--- src/sv/mts_pkg.sv ---
// mts_pkg: shared types and codes for the min-tracking stack.
// Operation and status codes, controller-to-datapath command and status structs.
// No dependencies.
`timescale 1ns / 1ps
`default_nettype none

package mts_pkg;

    localparam logic OP_PUSH = 1'b0;
    localparam logic OP_POP  = 1'b1;

    typedef enum logic [1:0] {
        STATUS_OK        = 2'd0,
        STATUS_POP_EMPTY = 2'd1,
        STATUS_PUSH_FULL = 2'd2
    } mts_status_t;

    typedef struct packed {
        logic latch;       // capture operands of an accepted transaction
        logic exec;        // push, or a rejected pop, completes this cycle
        logic pop_read;    // issue the value-top and next-minimum reads for a pop
        logic pop_finish;  // read data valid, retire the pop
    } mts_cmd_t;

    typedef struct packed {
        logic op_pop;
        logic empty;
    } mts_stat_t;

endpackage

`default_nettype wire

--- src/sv/mts_ctrl.sv ---
// mts_ctrl: transaction sequencer for the min-tracking stack.
// Depends on mts_pkg for command and status structs.
`timescale 1ns / 1ps
`default_nettype none

module mts_ctrl
    import mts_pkg::*;
(
    input  wire logic      clk,
    input  wire logic      rst_n,
    input  wire logic      start,
    input  wire mts_stat_t stat,
    output logic           busy,
    output mts_cmd_t       cmd
);

    typedef enum logic [1:0] {
        S_IDLE,
        S_EXEC,
        S_WAIT
    } state_t;

    state_t state_reg;
    state_t state_next;
    logic   busy_reg;

    always_comb
    begin
        state_next     = state_reg;
        cmd            = '0;
        unique case (state_reg)
            S_IDLE:
            begin
                if (start)
                begin
                    cmd.latch  = 1'b1;
                    state_next = S_EXEC;
                end
            end
            S_EXEC:
            begin
                if (stat.op_pop && !stat.empty)
                begin
                    cmd.pop_read = 1'b1;
                    state_next   = S_WAIT;
                end
                else
                begin
                    cmd.exec   = 1'b1;
                    state_next = S_IDLE;
                end
            end
            S_WAIT:
            begin
                cmd.pop_finish = 1'b1;
                state_next     = S_IDLE;
            end
            default:
            begin
                state_next = S_IDLE;
            end
        endcase
    end

    always_ff @(posedge clk or negedge rst_n)
    begin
        if (!rst_n)
        begin
            state_reg <= S_IDLE;
            busy_reg  <= 1'b0;
        end
        else
        begin
            state_reg <= state_next;
            busy_reg  <= (state_next != S_IDLE);
        end
    end

    assign busy = busy_reg;

endmodule

`default_nettype wire

--- config.mk ---
export PLATFORM = sky130hd
export DESIGN_NAME = mts_ctrl
export DESIGN_NICKNAME = d
export VERILOG_FILES = /design/src/sv/mts_pkg.sv /design/src/sv/mts_ctrl.sv
export SDC_FILE = /design/constraint.sdc
export NUM_CORES = 1
export LEC_CHECK = 0
export BUFFER_PORTS_ARGS = -buffer_cell sky130_fd_sc_hd__buf_2
export CORE_AREA = 2 2 39 41
export CTS_CLUSTER_SIZE = 10
export DETAILED_ROUTE_END_ITERATION = 8
export DIE_AREA = 0 0 41 43
export PLACE_DENSITY_LB_ADDON = 0.05
export SLEW_MARGIN = 20
export SYNTH_ARGS = -nofsm -noshare
export SYNTH_HDL_FRONTEND = slang
export SYNTH_SLANG_ARGS = --single-unit
--- constraint.sdc ---
create_clock -name clk -period 1.1 [get_ports clk]
set_clock_uncertainty 0.1 [all_clocks]
set_input_delay 0.11 -clock clk [delete_from_list [all_inputs] [get_ports clk]]
set_output_delay 0.11 -clock clk [all_outputs]
set_load 0.05 [all_outputs]
==> run_results.csv, run 1 <==
group,metric,value,unit
outcome,status,"finished with violations",
outcome,violations,"setup timing",
cts,clkLatencyLatePin,0.24,ns
layout,antennaDiodeCount,0,
cts,cts-root-buf,"clkbuf_4",
logic_synthesis,synth-seq-area-share,0.488,
drt,wire_per_inst,10.4,um
timing,hold_viol,0,
drt,antenna_left,0,
timing,finalCritPeriodShare,1.26,
drt,first_pass_iters,1,
global_routing,grt_first_pass_wirelength,759,um
layout,syn2layout_area_growth,128,%
floorplanning,die_w,41,um
cts,cts_buffers,3,
timing,finalMaxSlewViolations,0,
timing,tightestPinTransition,0.250,ns
hold_path,min_path_type,"input port to register",
layout,fin_nets,34,
worst_setup_path,critPathBufInv,1,
floorplanning,coreArea,1380,um^2
worst_setup_path,end_kind,"output port",
floorplanning,io_pins,10,
logic_synthesis,syn_area,154,um^2
logic_synthesis,synth_nets,16,
layout,final_cell_mix,"buf_2, buf_6, clkbuf_4, nor3b_2, dfrtp_2",
layout,largest_reg_flops,2,
worst_setup_path,slowest_delay,0.43,ns
layout,drive_gt1_frac,0.821,
drt,vias_per_cell,3.45,
placement,hpwl,280,um
global_routing,track_usage,0.0692,
floorplanning,die_h,43,um
pwr,peakVddDrop,599,uV
global_routing,grt_max_degree,7,
placement,post_dp_cell_area,240,um^2
worst_setup_path,required,0.89,ns
timing,relSlewSlack,0.833,
global_routing,first_global_vias,172,
pwr,powerDensity,1320,nW/um^2
drt,drt-initial-drc-count,0,
worst_setup_path,critPathTopFamily,"flip-flops",
global_routing,overflow,0,
layout,final_area,350,um^2
cts,clock_path_buffers,2,
drt,vias,152,
cts,clk_pin_slew,0.04,ns
pwr,cellLeakagePower,0.154,nW
timing,fmax,0.721,GHz
timing,setup_violations,4,
global_routing,antenna_found_initial,0,
timing,min_period,1.39,ns
job,cap_violations,0,
drt,wirelength,457,um
timing,rsz0062_at_grt,"yes",
timing,tns,-1.02,ns
worst_setup_path,crit_slowest_cell,"dfrtp_2",
cts,clock_sinks,3,
layout,n_fill_cell,148,
logic_synthesis,synthDistinctLibCells,6,
floorplanning,die-area,1760,um^2
logic_synthesis,synth.avg_cell_area,14.0,um^2
logic_synthesis,ys_warn_count,0,
logic_synthesis,synth_seq_cells,3,
worst_setup_path,arrival,1.18,ns
floorplanning,start_util,0.111,
placement,place_congestion,0.569,
worst_setup_path,cp_max_fo,3,
cts,cts_tree,"yes",
logic_synthesis,syn-instance-count,11,
worst_setup_path,cp_cell_sequence,"nor4bb_4 -> buf_6",
drt,post-route-drc-count,0,
cts,cts.htree.levels,1,
worst_setup_path,setup.worst_path.start_class,"register",
floorplanning,fp-row-count,14,
placement,port_buffers,9,
worst_setup_path,path_class,"register to output port",
placement,pre_cts_slack,-0.159,ns
timing,worst_slack,-0.288,ns
-- routing by layer --
layer	global-route usage	routed length, um	up-vias
met2	0.0688	201	8
met4	0.0400	0	0
met3	0.0471	31	0
met5	0	0	-
li1	-	-	74
met1	0.103	224	70
-- area by class of cell --
cell class	instances	area, um^2	share of cell area
Clock buffer	4	26.3	0.0750
Multi-Input combinational cell	8	108	0.307
Sequential cell	3	77.6	0.221
Tap cell	16	20.0	0.0571
Timing Repair Buffer	13	119	0.339
-- Yosys cell counts (all sizes together) --
cell type  count  area (um^2)
nor2b          2         12.5
dfrtp          3         75.1
nor4bb         1         25.0
nor3b          3         22.5
and4bb         1         12.5
or2            1         6.26
-- worst paths after layout --
kind                                               end                    from  slack (ns)  cells after the start
worst max-delay path                            cmd[1]  state_reg[1]$_DFF_PN0_       -0.29                      2
worst min-delay path            state_reg[0]$_DFF_PN0_                   start        0.06                      2
worst max register to register          busy$_DFF_PN0_  state_reg[0]$_DFF_PN0_        0.02                      2
worst min register to register  state_reg[0]$_DFF_PN0_  state_reg[0]$_DFF_PN0_        0.45                      1
max in group asynchronous       state_reg[1]$_DFF_PN0_                   rst_n        0.67                      2
min in group asynchronous       state_reg[0]$_DFF_PN0_                   rst_n        0.10                      2
-- stage by stage --
step / hold slack [ns] / std cells / power [mW] / utilization
2_1_floorplan: -0.286 / 11 / 0.196 / -
3_3_place_gp: -0.194 / 37 / 0.227 / 0.174
3_5_place_dp: -0.191 / 37 / 0.227 / 0.174
4_1_cts: 0.0390 / 44 / 0.468 / 0.245
5_1_grt: 0.0649 / 44 / 0.498 / 0.253
6_report: 0.0649 / 44 / 0.461 / 0.253
-- cells by family (layout without fill, tap and decap cells) --
logic type | Yosys count | count (layout) | synth area share
simple gates | 8 | 8 | 0.512
buf+inv | 0 | 17 | 0
flops | 3 | 3 | 0.488
-- timing repair --
action                                  4_1_cts  5_1_grt
hold buffers                                  1        0
endpoints found under the hold margin         3        0
buffers inserted                              2        0
endpoints found under the setup margin        4        5
pin swaps                                     2        1
resized for setup                            11        2
-- where the power goes --
group | switching [mW] | internal, mW | leakage, nW | total, mW
Sequential | 0.0105 | 0.120 | 0.0358 | 0.130
Clock | 0.0657 | 0.136 | 0.0150 | 0.202
Combinational | 0.0687 | 0.0602 | 0.103 | 0.129
Note: power is estimated with default switching activity, not from simulation.
==> run 2: changes to the inputs <==
--- a/config.mk
+++ b/config.mk
@@ -8,2 +8,4 @@
 export BUFFER_PORTS_ARGS = -buffer_cell sky130_fd_sc_hd__buf_2
+export CELL_PAD_IN_SITES_DETAIL_PLACEMENT = 2
+export CELL_PAD_IN_SITES_GLOBAL_PLACEMENT = 2
 export CORE_AREA = 2 2 39 41
--- a/constraint.sdc
+++ b/constraint.sdc
@@ -4,2 +4,2 @@
 set_output_delay 0.11 -clock clk [all_outputs]
-set_load 0.05 [all_outputs]
+set_load 0.1 [all_outputs]
==> run 2 against run 1 <==
Wire length rose by 2.6%. Non-clock buffer count did not move. Flip-flop and latch count did not move. Utilization rose by 3.2 points. Fmax fell by 4.8%. Power rose by 15%. First-iteration DRC count rose by 1. Setup slack got worse by 0.070 ns. Hold slack improved by 0.018 ns. Design area rose by 12%. Largest power group is now combinational cells. The flow still finishes with violations (setup timing).
==> run_results.csv, run 2 (same netlist as run 1, synthesis figures left out) <==
group,metric,value,unit
outcome,status,"finished with violations",
outcome,violations,"setup timing",
timing,min_period,1.46,ns
floorplanning,start_util,0.111,
layout,n_fill_cell,146,
layout,multi_input_area,114,um^2
cts,clock_path_buffers,2,
layout,antennaDiodeCount,0,
floorplanning,io_pins,10,
worst_setup_path,cp_cell_sequence,"nor4bb_4 -> buf_12",
worst_setup_path,cp_max_fo,4,
timing,finalMaxSlewViolations,0,
drt,first_pass_iters,2,
worst_setup_path,required,0.89,ns
global_routing,track_usage,0.0694,
drt,antenna_left,0,
global_routing,met1_usage,0.0777,
floorplanning,coreArea,1380,um^2
global_routing,gr-usage-met2,0.0750,
pwr,peakVddDrop,586,uV
drt,vias,158,
job,cap_violations,0,
hold_path,min_path_type,"input port to register",
global_routing,overflow,0,
cts,cts_buffers,3,
timing,setup_violations,5,
drt,wire_per_inst,10.7,um
drt,drt-initial-drc-count,1,
floorplanning,die-area,1760,um^2
cts,clock_sinks,3,
timing,hold_viol,0,
layout,final_cell_mix,"buf_12, buf_2, clkbuf_4",
global_routing,gr-usage-met3,0.0628,
timing,worst_slack,-0.357,ns
drt,post-route-drc-count,0,
timing,relSlewSlack,0.799,
layout,utilization,0.285,
drt,wirelength,469,um
cts,clkLatencyLatePin,0.23,ns
placement,place_congestion,0.663,
global_routing,grt_max_degree,7,
worst_setup_path,critPathBufInv,1,
layout,fin_nets,34,
timing,rsz0062_at_grt,"yes",
worst_setup_path,end_kind,"output port",
layout,final_common_cell,"buf_12",
worst_setup_path,path_class,"register to output port",
worst_setup_path,critPathTopFamily,"flip-flops",
layout,largest_reg_flops,2,
worst_setup_path,arrival,1.25,ns
pwr,cellLeakagePower,0.165,nW
global_routing,grt_first_pass_wirelength,759,um
pwr,powerDensity,1340,nW/um^2
cts,clk_pin_slew,0.04,ns
global_routing,busiest_layer,"met1",
floorplanning,die_h,43,um
global_routing,antenna_found_initial,0,
timing,tightestPinTransition,0.301,ns
layout,drive_gt1_frac,0.821,
drt,vias_per_cell,3.59,
placement,pre_cts_slack,-0.125,ns
layout,seq_area,77.6,um^2
cts,cts.htree.levels,1,
cts,cts-root-buf,"clkbuf_4",
cts,cts_tree,"yes",
worst_setup_path,crit_slowest_cell,"dfrtp_2",
timing,fmax,0.686,GHz
floorplanning,die_w,41,um
worst_setup_path,reg2reg_slack,-0.01,ns
placement,port_buffers,9,
worst_setup_path,slowest_delay,0.43,ns
global_routing,first_global_vias,169,
floorplanning,fp-row-count,14,
timing,finalCritPeriodShare,1.32,
worst_setup_path,setup.worst_path.start_class,"register",
layout,syn2layout_area_growth,156,%
-- run 2: stage by stage --
step / cell area [um^2] / instances / total power, mW / hold WS (ns) / TNS (ns)
floorplan: 168 / 11 / 0.244 / -0.286 / -3.43
global placement: 315 / 37 / 0.324 / -0.189 / -0.263
detailed placement: 315 / 37 / 0.324 / -0.188 / -0.233
CTS: 372 / 43 / 0.533 / 0.0749 / -1.24
global route: 394 / 44 / 0.561 / 0.0822 / -1.48
finish: 394 / 44 / 0.530 / 0.0833 / -1.26
-- run 2: power breakdown --
part,internal [mW],switching [mW]
Combinational,0.0877,0.122
Clock,0.136,0.0525
Sequential,0.120,0.0126
-- run 2: worst paths after layout --
| kind | start | to | cells past startpoint |
|---|---|---|---|
| setup / recovery | state_reg[1]$_DFF_PN0_ | cmd[1] | 2 |
| hold / removal | start | state_reg[0]$_DFF_PN0_ | 2 |
| setup reg to reg | state_reg[1]$_DFF_PN0_ | busy$_DFF_PN0_ | 2 |
| hold reg to reg | state_reg[0]$_DFF_PN0_ | state_reg[0]$_DFF_PN0_ | 1 |
| max in group asynchronous | rst_n | state_reg[0]$_DFF_PN0_ | 2 |
| min in group asynchronous | rst_n | state_reg[1]$_DFF_PN0_ | 2 |
-- run 2: final cells by class --
class | count | area share
clock buffers | 4 | 0.0667
multi-input cells | 8 | 0.289
flip-flops and latches | 3 | 0.197
well taps | 16 | 0.0508
repair buffers | 13 | 0.397
-- run 2: per-layer routing --
metal	up-vias	part of all wire
met4	0	0.023
li1	74	-
met3	2	0.13
met2	10	0.37
met5	-	0
met1	72	0.46
-- run 2: what timing repair did --
item,CTS,global route
gates resized for setup,3,3
setup buffers,1,1
pin swaps,1,1
hold buffers,1,0
hold endpoints to repair,3,0
endpoints found under the setup margin,5,5
-- run 2: worst reg2reg max path, cell delays in order (launching register included) --
cell and delay, ns:
dfrtp_2 0.43, nor4bb_4 0.37, or2_1 0.15
